==> config.mk <==
export PLATFORM = sky130hd
export DESIGN_NAME = clarke_park_transform
export DESIGN_NICKNAME = d
export VERILOG_FILES = /design/src/design/cpt_pkg.sv /design/src/design/cpt_sine_lookup.sv /design/src/design/cpt_products.sv /design/src/design/cpt_combine.sv /design/src/design/clarke_park_transform.sv
export SDC_FILE = /design/constraint.sdc
export NUM_CORES = 2
export LEC_CHECK = 0
export BUFFER_PORTS_ARGS = -buffer_cell sky130_fd_sc_hd__buf_2
export CAP_MARGIN = 20
export CORE_UTILIZATION = 50
export DETAILED_ROUTE_END_ITERATION = 6
export PLACE_DENSITY = 0.71
export RECOVER_POWER = 100
export SETUP_SLACK_MARGIN = 0.3
export SYNTH_ARGS = -nofsm -noshare
export SYNTH_HDL_FRONTEND = slang
export SYNTH_SLANG_ARGS = --single-unit
==> constraint.sdc <==
create_clock -name clock -period 24.5 [get_ports clock]
set_clock_uncertainty 0.05 [all_clocks]
set_input_delay 3.675 -clock clock [delete_from_list [all_inputs] [get_ports clock]]
set_output_delay 3.675 -clock clock [all_outputs]
set_load 0.01 [all_outputs]
==> src/design/cpt_pkg.sv <==
// shared types, constants and the quarter-wave sine table for the coordinate transform
// no dependencies; every other file in design/ refers to this package by scoped names
package cpt_pkg;

   localparam int DATA_WIDTH      = 16;
   localparam int SINE_TABLE_BITS = 10;
   localparam int QUARTER         = 2 ** (SINE_TABLE_BITS - 2);

   // Q1.15 sine amplitude and fraction bits
   localparam int FRAC_BITS  = 15;
   localparam int SIN_MAG_W  = 15;
   localparam int SIN_W      = SIN_MAG_W + 1;

   localparam int PROD_W        = DATA_WIDTH + SIN_W;
   localparam int SUM_W         = PROD_W + 1;
   localparam int CLARKE_SUM_W  = DATA_WIDTH + 2;
   localparam int INV_SQRT3_W   = 16;
   localparam int CLARKE_PROD_W = CLARKE_SUM_W + INV_SQRT3_W + 1;
   localparam int CLARKE_SHIFT  = 16;
   localparam int WIDE_W        = CLARKE_PROD_W;

   localparam logic [INV_SQRT3_W-1:0] INV_SQRT3_Q16 = 16'd37837;

   localparam logic signed [WIDE_W-1:0] SAT_HI = WIDE_W'((2 ** (DATA_WIDTH - 1)) - 1);
   localparam logic signed [WIDE_W-1:0] SAT_LO = -WIDE_W'(2 ** (DATA_WIDTH - 1));

   // table generation constants, used at elaboration only
   localparam logic [63:0] PI_Q30  = 64'd3373259426;
   localparam logic [63:0] ONE_Q30 = 64'd1 << 30;
   localparam logic [63:0] SIN_AMP = 64'd32767;
   localparam int HORNER_STEPS = 7;
   localparam int HORNER_DIV [HORNER_STEPS] = '{210, 156, 110, 72, 42, 20, 6};

   typedef enum logic [1:0] {
      FUNC_CLARKE   = 2'd0,
      FUNC_PARK     = 2'd1,
      FUNC_INV_PARK = 2'd2
   } func_type;

   typedef logic [SIN_MAG_W-1:0] sin_table_type [QUARTER];

   typedef struct packed {
      logic [1:0]                   func;
      logic signed [DATA_WIDTH-1:0] a;
      logic signed [DATA_WIDTH-1:0] b;
      logic [SINE_TABLE_BITS-1:0]   k;
   } in_stage_type;

   typedef struct packed {
      logic [1:0]                   func;
      logic signed [DATA_WIDTH-1:0] a;
      logic signed [DATA_WIDTH-1:0] b;
      logic signed [SIN_W-1:0]      sin;
      logic signed [SIN_W-1:0]      cos;
   } lookup_stage_type;

   typedef struct packed {
      logic [1:0]                      func;
      logic signed [DATA_WIDTH-1:0]    a;
      logic signed [PROD_W-1:0]        a_c;
      logic signed [PROD_W-1:0]        b_s;
      logic signed [PROD_W-1:0]        b_c;
      logic signed [PROD_W-1:0]        a_s;
      logic signed [CLARKE_PROD_W-1:0] clarke;
   } prod_stage_type;

   typedef struct packed {
      logic signed [DATA_WIDTH-1:0] out_a;
      logic signed [DATA_WIDTH-1:0] out_b;
      logic                         saturated;
   } rsp_stage_type;

   typedef struct packed {
      logic                         clipped;
      logic signed [DATA_WIDTH-1:0] value;
   } sat_type;

   // taylor series sine of quarter-wave point j, horner form in Q2.30
   function automatic logic [63:0] qsin15(input logic [63:0] j);
      logic [63:0] x;
      logic [63:0] x2;
      logic [63:0] t;
      logic [63:0] s;
      x  = (PI_Q30 * j) >> (SINE_TABLE_BITS - 1);
      x2 = (x * x) >> 30;
      t  = ONE_Q30;
      for (int i = 0; i < HORNER_STEPS; i++) begin
         t = ONE_Q30 - (((x2 * t) >> 30) / HORNER_DIV[i]);
      end
      s = (x * t) >> 30;
      s = (s * SIN_AMP + (64'd1 << 29)) >> 30;
      if (s > SIN_AMP) begin
         s = SIN_AMP;
      end
      return s;
   endfunction

   function automatic sin_table_type build_sin_table();
      sin_table_type tbl;
      for (int j = 0; j < QUARTER; j++) begin
         tbl[j] = SIN_MAG_W'(qsin15(64'(j)));
      end
      return tbl;
   endfunction

   localparam sin_table_type SIN_TABLE = build_sin_table();
   localparam logic [SIN_MAG_W-1:0] SIN_PEAK = SIN_MAG_W'(qsin15(64'(QUARTER)));

   function automatic sat_type saturate(input logic signed [WIDE_W-1:0] v);
      sat_type r;
      if (v > SAT_HI) begin
         r.clipped = 1'b1;
         r.value   = DATA_WIDTH'(SAT_HI);
      end else if (v < SAT_LO) begin
         r.clipped = 1'b1;
         r.value   = DATA_WIDTH'(SAT_LO);
      end else begin
         r.clipped = 1'b0;
         r.value   = DATA_WIDTH'(v);
      end
      return r;
   endfunction

endpackage

==> src/design/cpt_sine_lookup.sv <==
// signed Q1.15 sine of a full-turn table index, built from the quarter-wave table
// depends on cpt_pkg
module cpt_sine_lookup (
   input  logic [cpt_pkg::SINE_TABLE_BITS-1:0]   k,
   output logic signed [cpt_pkg::SIN_W-1:0]      sin
);

   logic [1:0]                              quad;
   logic [cpt_pkg::SINE_TABLE_BITS-3:0]     j;
   logic [cpt_pkg::SINE_TABLE_BITS-2:0]     idx;
   logic [cpt_pkg::SIN_MAG_W-1:0]           mag;
   logic signed [cpt_pkg::SIN_W-1:0]        pos;

   assign quad = k[cpt_pkg::SINE_TABLE_BITS-1 -: 2];
   assign j    = k[cpt_pkg::SINE_TABLE_BITS-3:0];

   always_comb begin
      // odd quadrants run the quarter wave backwards
      if (quad[0]) begin
         idx = (cpt_pkg::SINE_TABLE_BITS - 1)'(cpt_pkg::QUARTER) - {1'b0, j};
      end else begin
         idx = {1'b0, j};
      end
      // top bit set only at the quarter point itself
      if (idx[cpt_pkg::SINE_TABLE_BITS-2]) begin
         mag = cpt_pkg::SIN_PEAK;
      end else begin
         mag = cpt_pkg::SIN_TABLE[idx[cpt_pkg::SINE_TABLE_BITS-3:0]];
      end
      pos = $signed({1'b0, mag});
      sin = quad[1] ? -pos : pos;
   end

endmodule

==> src/design/cpt_products.sv <==
// multiplier stage: the four rotation products and the clarke beta product
// depends on cpt_pkg
module cpt_products (
   input  cpt_pkg::lookup_stage_type lkp,
   output cpt_pkg::prod_stage_type   prod
);

   logic signed [cpt_pkg::CLARKE_SUM_W-1:0] clarke_sum;
   logic signed [cpt_pkg::INV_SQRT3_W:0]    inv_sqrt3;

   assign clarke_sum = cpt_pkg::CLARKE_SUM_W'(lkp.a) + (cpt_pkg::CLARKE_SUM_W'(lkp.b) <<< 1);
   assign inv_sqrt3  = $signed({1'b0, cpt_pkg::INV_SQRT3_Q16});

   always_comb begin
      prod.func   = lkp.func;
      prod.a      = lkp.a;
      prod.a_c    = cpt_pkg::PROD_W'(lkp.a) * cpt_pkg::PROD_W'(lkp.cos);
      prod.b_s    = cpt_pkg::PROD_W'(lkp.b) * cpt_pkg::PROD_W'(lkp.sin);
      prod.b_c    = cpt_pkg::PROD_W'(lkp.b) * cpt_pkg::PROD_W'(lkp.cos);
      prod.a_s    = cpt_pkg::PROD_W'(lkp.a) * cpt_pkg::PROD_W'(lkp.sin);
      prod.clarke = cpt_pkg::CLARKE_PROD_W'(clarke_sum) * cpt_pkg::CLARKE_PROD_W'(inv_sqrt3);
   end

endmodule

==> src/design/cpt_combine.sv <==
// final stage: product sums, round half up, saturation and operation select
// depends on cpt_pkg
module cpt_combine (
   input  cpt_pkg::prod_stage_type prod,
   output cpt_pkg::rsp_stage_type  rsp
);

   logic signed [cpt_pkg::SUM_W-1:0]  park_a_sum;
   logic signed [cpt_pkg::SUM_W-1:0]  park_b_sum;
   logic signed [cpt_pkg::SUM_W-1:0]  inv_a_sum;
   logic signed [cpt_pkg::SUM_W-1:0]  inv_b_sum;
   logic signed [cpt_pkg::SUM_W-1:0]  sel_a_sum;
   logic signed [cpt_pkg::SUM_W-1:0]  sel_b_sum;
   logic signed [cpt_pkg::SUM_W-1:0]  rnd_a;
   logic signed [cpt_pkg::SUM_W-1:0]  rnd_b;
   logic signed [cpt_pkg::WIDE_W-1:0] rot_a_wide;
   logic signed [cpt_pkg::WIDE_W-1:0] rot_b_wide;
   logic signed [cpt_pkg::WIDE_W-1:0] clarke_rnd;
   cpt_pkg::sat_type                  sat_a;
   cpt_pkg::sat_type                  sat_b;
   cpt_pkg::sat_type                  sat_clarke;

   assign park_a_sum = cpt_pkg::SUM_W'(prod.a_c) + cpt_pkg::SUM_W'(prod.b_s);
   assign park_b_sum = cpt_pkg::SUM_W'(prod.b_c) - cpt_pkg::SUM_W'(prod.a_s);
   assign inv_a_sum  = cpt_pkg::SUM_W'(prod.a_c) - cpt_pkg::SUM_W'(prod.b_s);
   assign inv_b_sum  = cpt_pkg::SUM_W'(prod.a_s) + cpt_pkg::SUM_W'(prod.b_c);

   assign sel_a_sum = (prod.func == cpt_pkg::FUNC_PARK) ? park_a_sum : inv_a_sum;
   assign sel_b_sum = (prod.func == cpt_pkg::FUNC_PARK) ? park_b_sum : inv_b_sum;

   // adding half an lsb then an arithmetic shift rounds to nearest, ties toward plus infinity
   assign rnd_a = (sel_a_sum + (cpt_pkg::SUM_W'(1) <<< (cpt_pkg::FRAC_BITS - 1)))
                  >>> cpt_pkg::FRAC_BITS;
   assign rnd_b = (sel_b_sum + (cpt_pkg::SUM_W'(1) <<< (cpt_pkg::FRAC_BITS - 1)))
                  >>> cpt_pkg::FRAC_BITS;
   assign rot_a_wide = cpt_pkg::WIDE_W'(rnd_a);
   assign rot_b_wide = cpt_pkg::WIDE_W'(rnd_b);
   assign clarke_rnd = (cpt_pkg::WIDE_W'(prod.clarke)
                        + (cpt_pkg::WIDE_W'(1) <<< (cpt_pkg::CLARKE_SHIFT - 1)))
                       >>> cpt_pkg::CLARKE_SHIFT;

   assign sat_a      = cpt_pkg::saturate(rot_a_wide);
   assign sat_b      = cpt_pkg::saturate(rot_b_wide);
   assign sat_clarke = cpt_pkg::saturate(clarke_rnd);

   always_comb begin
      case (prod.func)
         cpt_pkg::FUNC_CLARKE: begin
            rsp.out_a     = prod.a;
            rsp.out_b     = sat_clarke.value;
            rsp.saturated = sat_clarke.clipped;
         end
         cpt_pkg::FUNC_PARK, cpt_pkg::FUNC_INV_PARK: begin
            rsp.out_a     = sat_a.value;
            rsp.out_b     = sat_b.value;
            rsp.saturated = sat_a.clipped | sat_b.clipped;
         end
         default: begin
            rsp.out_a     = '0;
            rsp.out_b     = '0;
            rsp.saturated = 1'b0;
         end
      endcase
   end

endmodule

==> src/design/clarke_park_transform.sv <==
// top level of the clarke / park / inverse park transform unit
// depends on cpt_pkg, cpt_sine_lookup, cpt_products and cpt_combine

// Four-register pipeline (input, sine/cosine lookup, products, result) that
// accepts one transaction per clock unless a full pipeline is held by a low
// rsp_ready, and returns exactly one result per transaction, in order. Each
// passes in_ff, lkp_ff, prod_ff and rsp_ff in turn and is offered from rsp_ff;
// the four 16x16 rotation multipliers are each used once per item. Every stage
// advances independently, so the block keeps taking transactions while a
// finished result waits, until all stages are full. Only the low 16 bits of
// req_angle are used (one turn is 65536 counts); the top 10 of those index a
// 1024-point sine table. func code 3 returns zeros with saturated low.
module clarke_park_transform (
   input  logic                                 clock,
   input  logic                                 reset,
   input  logic                                 req_valid,
   output logic                                 req_ready,
   input  logic [1:0]                           req_func,
   input  logic signed [cpt_pkg::DATA_WIDTH-1:0] req_in_a,
   input  logic signed [cpt_pkg::DATA_WIDTH-1:0] req_in_b,
   input  logic signed [31:0]                   req_angle,
   output logic                                 rsp_valid,
   input  logic                                 rsp_ready,
   output logic signed [cpt_pkg::DATA_WIDTH-1:0] rsp_out_a,
   output logic signed [cpt_pkg::DATA_WIDTH-1:0] rsp_out_b,
   output logic                                 rsp_saturated
);

   cpt_pkg::in_stage_type     in_ff;
   cpt_pkg::lookup_stage_type lkp_ff;
   cpt_pkg::lookup_stage_type lkp_in;
   cpt_pkg::prod_stage_type   prod_ff;
   cpt_pkg::prod_stage_type   prod_in;
   cpt_pkg::rsp_stage_type    rsp_ff;
   cpt_pkg::rsp_stage_type    rsp_in;

   logic in_valid_ff;
   logic lkp_valid_ff;
   logic prod_valid_ff;
   logic rsp_valid_ff;
   logic in_load;
   logic lkp_load;
   logic prod_load;
   logic rsp_load;
   logic [cpt_pkg::SINE_TABLE_BITS-1:0] cos_k;

   // a stage loads when empty or when the stage after it loads too
   assign rsp_load  = !rsp_valid_ff || rsp_ready;
   assign prod_load = !prod_valid_ff || rsp_load;
   assign lkp_load  = !lkp_valid_ff || prod_load;
   assign in_load   = !in_valid_ff || lkp_load;
   assign req_ready = in_load;

   assign cos_k = in_ff.k + cpt_pkg::SINE_TABLE_BITS'(cpt_pkg::QUARTER);

   cpt_sine_lookup u_sin (
      .k   (in_ff.k),
      .sin (lkp_in.sin)
   );

   cpt_sine_lookup u_cos (
      .k   (cos_k),
      .sin (lkp_in.cos)
   );

   assign lkp_in.func = in_ff.func;
   assign lkp_in.a    = in_ff.a;
   assign lkp_in.b    = in_ff.b;

   cpt_products u_products (
      .lkp  (lkp_ff),
      .prod (prod_in)
   );

   cpt_combine u_combine (
      .prod (prod_ff),
      .rsp  (rsp_in)
   );

   always_ff @(posedge clock) begin
      if (reset) begin
         in_valid_ff   <= 1'b0;
         lkp_valid_ff  <= 1'b0;
         prod_valid_ff <= 1'b0;
         rsp_valid_ff  <= 1'b0;
      end else begin
         if (in_load) begin
            in_valid_ff <= req_valid;
         end
         if (lkp_load) begin
            lkp_valid_ff <= in_valid_ff;
         end
         if (prod_load) begin
            prod_valid_ff <= lkp_valid_ff;
         end
         if (rsp_load) begin
            rsp_valid_ff <= prod_valid_ff;
         end
      end
   end

   always_ff @(posedge clock) begin
      if (in_load) begin
         in_ff.func <= req_func;
         in_ff.a    <= req_in_a;
         in_ff.b    <= req_in_b;
         in_ff.k    <= req_angle[15 -: cpt_pkg::SINE_TABLE_BITS];
      end
      if (lkp_load) begin
         lkp_ff <= lkp_in;
      end
      if (prod_load) begin
         prod_ff <= prod_in;
      end
      if (rsp_load) begin
         rsp_ff <= rsp_in;
      end
   end

   assign rsp_valid     = rsp_valid_ff;
   assign rsp_out_a     = rsp_ff.out_a;
   assign rsp_out_b     = rsp_ff.out_b;
   assign rsp_saturated = rsp_ff.saturated;

endmodule
==> out/results.ini <==
[outcome]
outcome=complete, but fails checks
violations=design-rule violations, max-capacitance violations, max-slew violations

[worst_setup_path]
critPathKind=reg -> reg
cp_data_required_time_ns=24.87
cp.arrival_ns=12.90
endpoint_kind=register
critPathMaxStageDelay_ns=1.72
cp-start-kind=register
slowest_stage=clkbuf_1
worst-r2r-setup-slack_ns=11.97
worstPathMaxFanout=33

[sta]
finalMaxSlewViolations=1105
setup_tns_ns=0
hold_viol=0
post-route-period-util=0.511
setup_viol_count_final=0
slew_headroom=-3.34
finalCriticalPeriod_ns=12.53
max_freq_ghz=0.0798
rsz0062_at_grt=false
tightest_slew_ns=6.52

[synth]
ys.flop_type=edfxtp_1
async_flop_share=0
avgSynthCellArea_um2=8.98
ys_seq_area_frac=0.132
synthCells=7871
ys_types=110
yosysWarnings=0
syn_nets=9689
synth.ff_latch_count=313
netlist_area_um2=70700
synth_edf_count=309

[floorplanning]
die_x_um=378
io_pins=105
core.rowCount=137
die_y_um=378
coreArea_um2=140000
start_util=0.506
dieArea_um2=143000

[cts]
cts_tree=yes
clk_pin_slew_worst_paths_ns=0.06
cts_setup_buffers=0
cts_buffers=43
cts_sinks=313
cts_root_buf=clkbuf_16
ctsHoldBuffers=0
cts_resized=0
htreeDepth=2
insertion_delay_ns=0.69
clock_path_buffers=3

[grt]
grt_pass1_vias=59000
antenna_found_initial=8
grt-ovfl-total=0
track_usage=0.304
grt_max_degree=107
grt_pass1_wl_um=335000

[detailed_routing]
dr.pass1.iters=7
vias=57600
via_per_inst=5.97
ant_nets=0
finalWirelength_um=213000
routedWlPerCell_um=22.1
drc_errors=2
drtIter0Drc=5804

[finish]
fillers=12800
layout_commonest_cell=inv_1
multi_input_area_um2=54400
nNetsFinal=9541
layout_common_cells=inv_1, fa_1, nand2_1
final_layout_size_suffix_gt1_frac=0.0418
seq_area_um2=9360
synthToLayoutAreaGrowth_pct=4.84

[min_path]
min_path_type=reg -> reg

[place]
portBuffers=82
gp_congestion=0.977
hpwl_um=155000

[flow_run]
max-cap-violations=26

==> worst max-delay path, delay by kind of cell, from the launching register on <==
kind | cells | cell delay, ns
buffers and inverters | 8 | 3.25
xor gates and xnor gates | 1 | 0.13
and+or+nand+nor | 6 | 0.91
AOI/OAI and AO/OA | 12 | 3.76
DFF | 1 | 0.32
adders and majority gates | 8 | 3.88
==> registers in the layout (all words and copies together), names as in the netlist <==
signal / count
rsp_out_a: 16
in_valid_ff: 1
rsp_out_b: 16
in_ff: 44
rsp_valid: 1
prod_ff: 166
rsp_saturated: 1
lkp_ff: 66
prod_valid_ff: 1
lkp_valid_ff: 1
==> through the flow <==
step	instances	cell area [um2]	util	worst slack, ns	hold slack [ns]
floorplan	7871	70700	-	15.56	0.350
global placement	9552	72900	0.521	14.26	0.352
detailed placement	9552	72900	0.521	14.13	0.355
CTS	9628	74400	0.532	14.08	0.351
global route	9630	74100	0.530	11.21	0.352
finish	9637	74100	0.530	11.97	0.343
==> synthesized netlist by cell type (10+ instances only) <==
cell type  count  area, um2
a2111oi_0     16        140
a211o_1       14        123
a211oi_1      85        638
a21o_1        78        586
a21oi_1      353       1770
a221o_1       23        230
a221oi_1      29        254
a22oi_1       19        143
a311oi_1      36        315
a31o_2        12        105
a31oi_1       60        375
and2_1       422       2640
and3_1        38        238
buf_1         19       71.3
buf_2         67        335
clkbuf_1     316       1190
edfxtp_1     309       9280
fa_1        1157      23200
ha_1         591       7390
inv_1       1385       5200
mux2i_1       26        260
nand2_1      839       3150
nand2b_1      82        513
nand3_1      116        581
nand4_1       34        213
nor2_1       344       1290
nor2b_1       28        175
nor3_1       138        691
nor3b_1       13       97.6
nor4_1        25        156
o2111ai_1     22        193
o211ai_1      86        646
o21a_1        44        330
o21ai_0      262       1310
o21ai_1       10       50.1
o21bai_1      27        203
o221ai_1      22        193
o22ai_1       43        269
o311ai_0      23        201
o31ai_1       13       97.6
o32ai_1       11       96.3
or2_2         20        125
or3_1         30        188
xnor2_1      269       2360
xor2_1        96        841
==> path summary, 6_finish.rpt <==
| check | startpoint | to | depth (start not counted) |
|---|---|---|---|
| max | lkp_ff[50] | prod_ff[33] | 35 |
| min | in_ff[13] | lkp_ff[35] | 0 |
| max reg2reg | lkp_ff[50] | prod_ff[33] | 35 |
| min reg2reg | in_ff[13] | lkp_ff[35] | 0 |
==> area by class of cell <==
cell class | instances | area share
inverter | 1395 | 0.0707
tap | 1876 | 0.0317
timing repair buffer | 226 | 0.0181
sequential | 313 | 0.126
clock buffer | 45 | 0.0146
antenna | 7 | 0.000236
clock inverter | 31 | 0.00478
multi-input combinational | 5744 | 0.734
==> cell families (layout without fill, tap and decap cells) <==
family | after synthesis | count (layout) | synth area share
other cells | 0 | 7 | 0
compound gates | 1404 | 1404 | 0.133
simple gates | 2178 | 2178 | 0.149
mux | 45 | 45 | 0.00830
buf+inv | 1814 | 1697 | 0.0987
fa+ha+maj | 1748 | 1748 | 0.432
flops | 313 | 313 | 0.132
xor+xnor | 369 | 369 | 0.0461
==> metal layers <==
layer  global-route usage  wire, um
met1                0.396     84000
met2                0.483     97400
met5                    0        10
met4                0.163     12800
met3               0.0503     18500
Power is not shown: default switching activity piles up to over one toggle a cycle in this logic, so the estimate is an artifact.
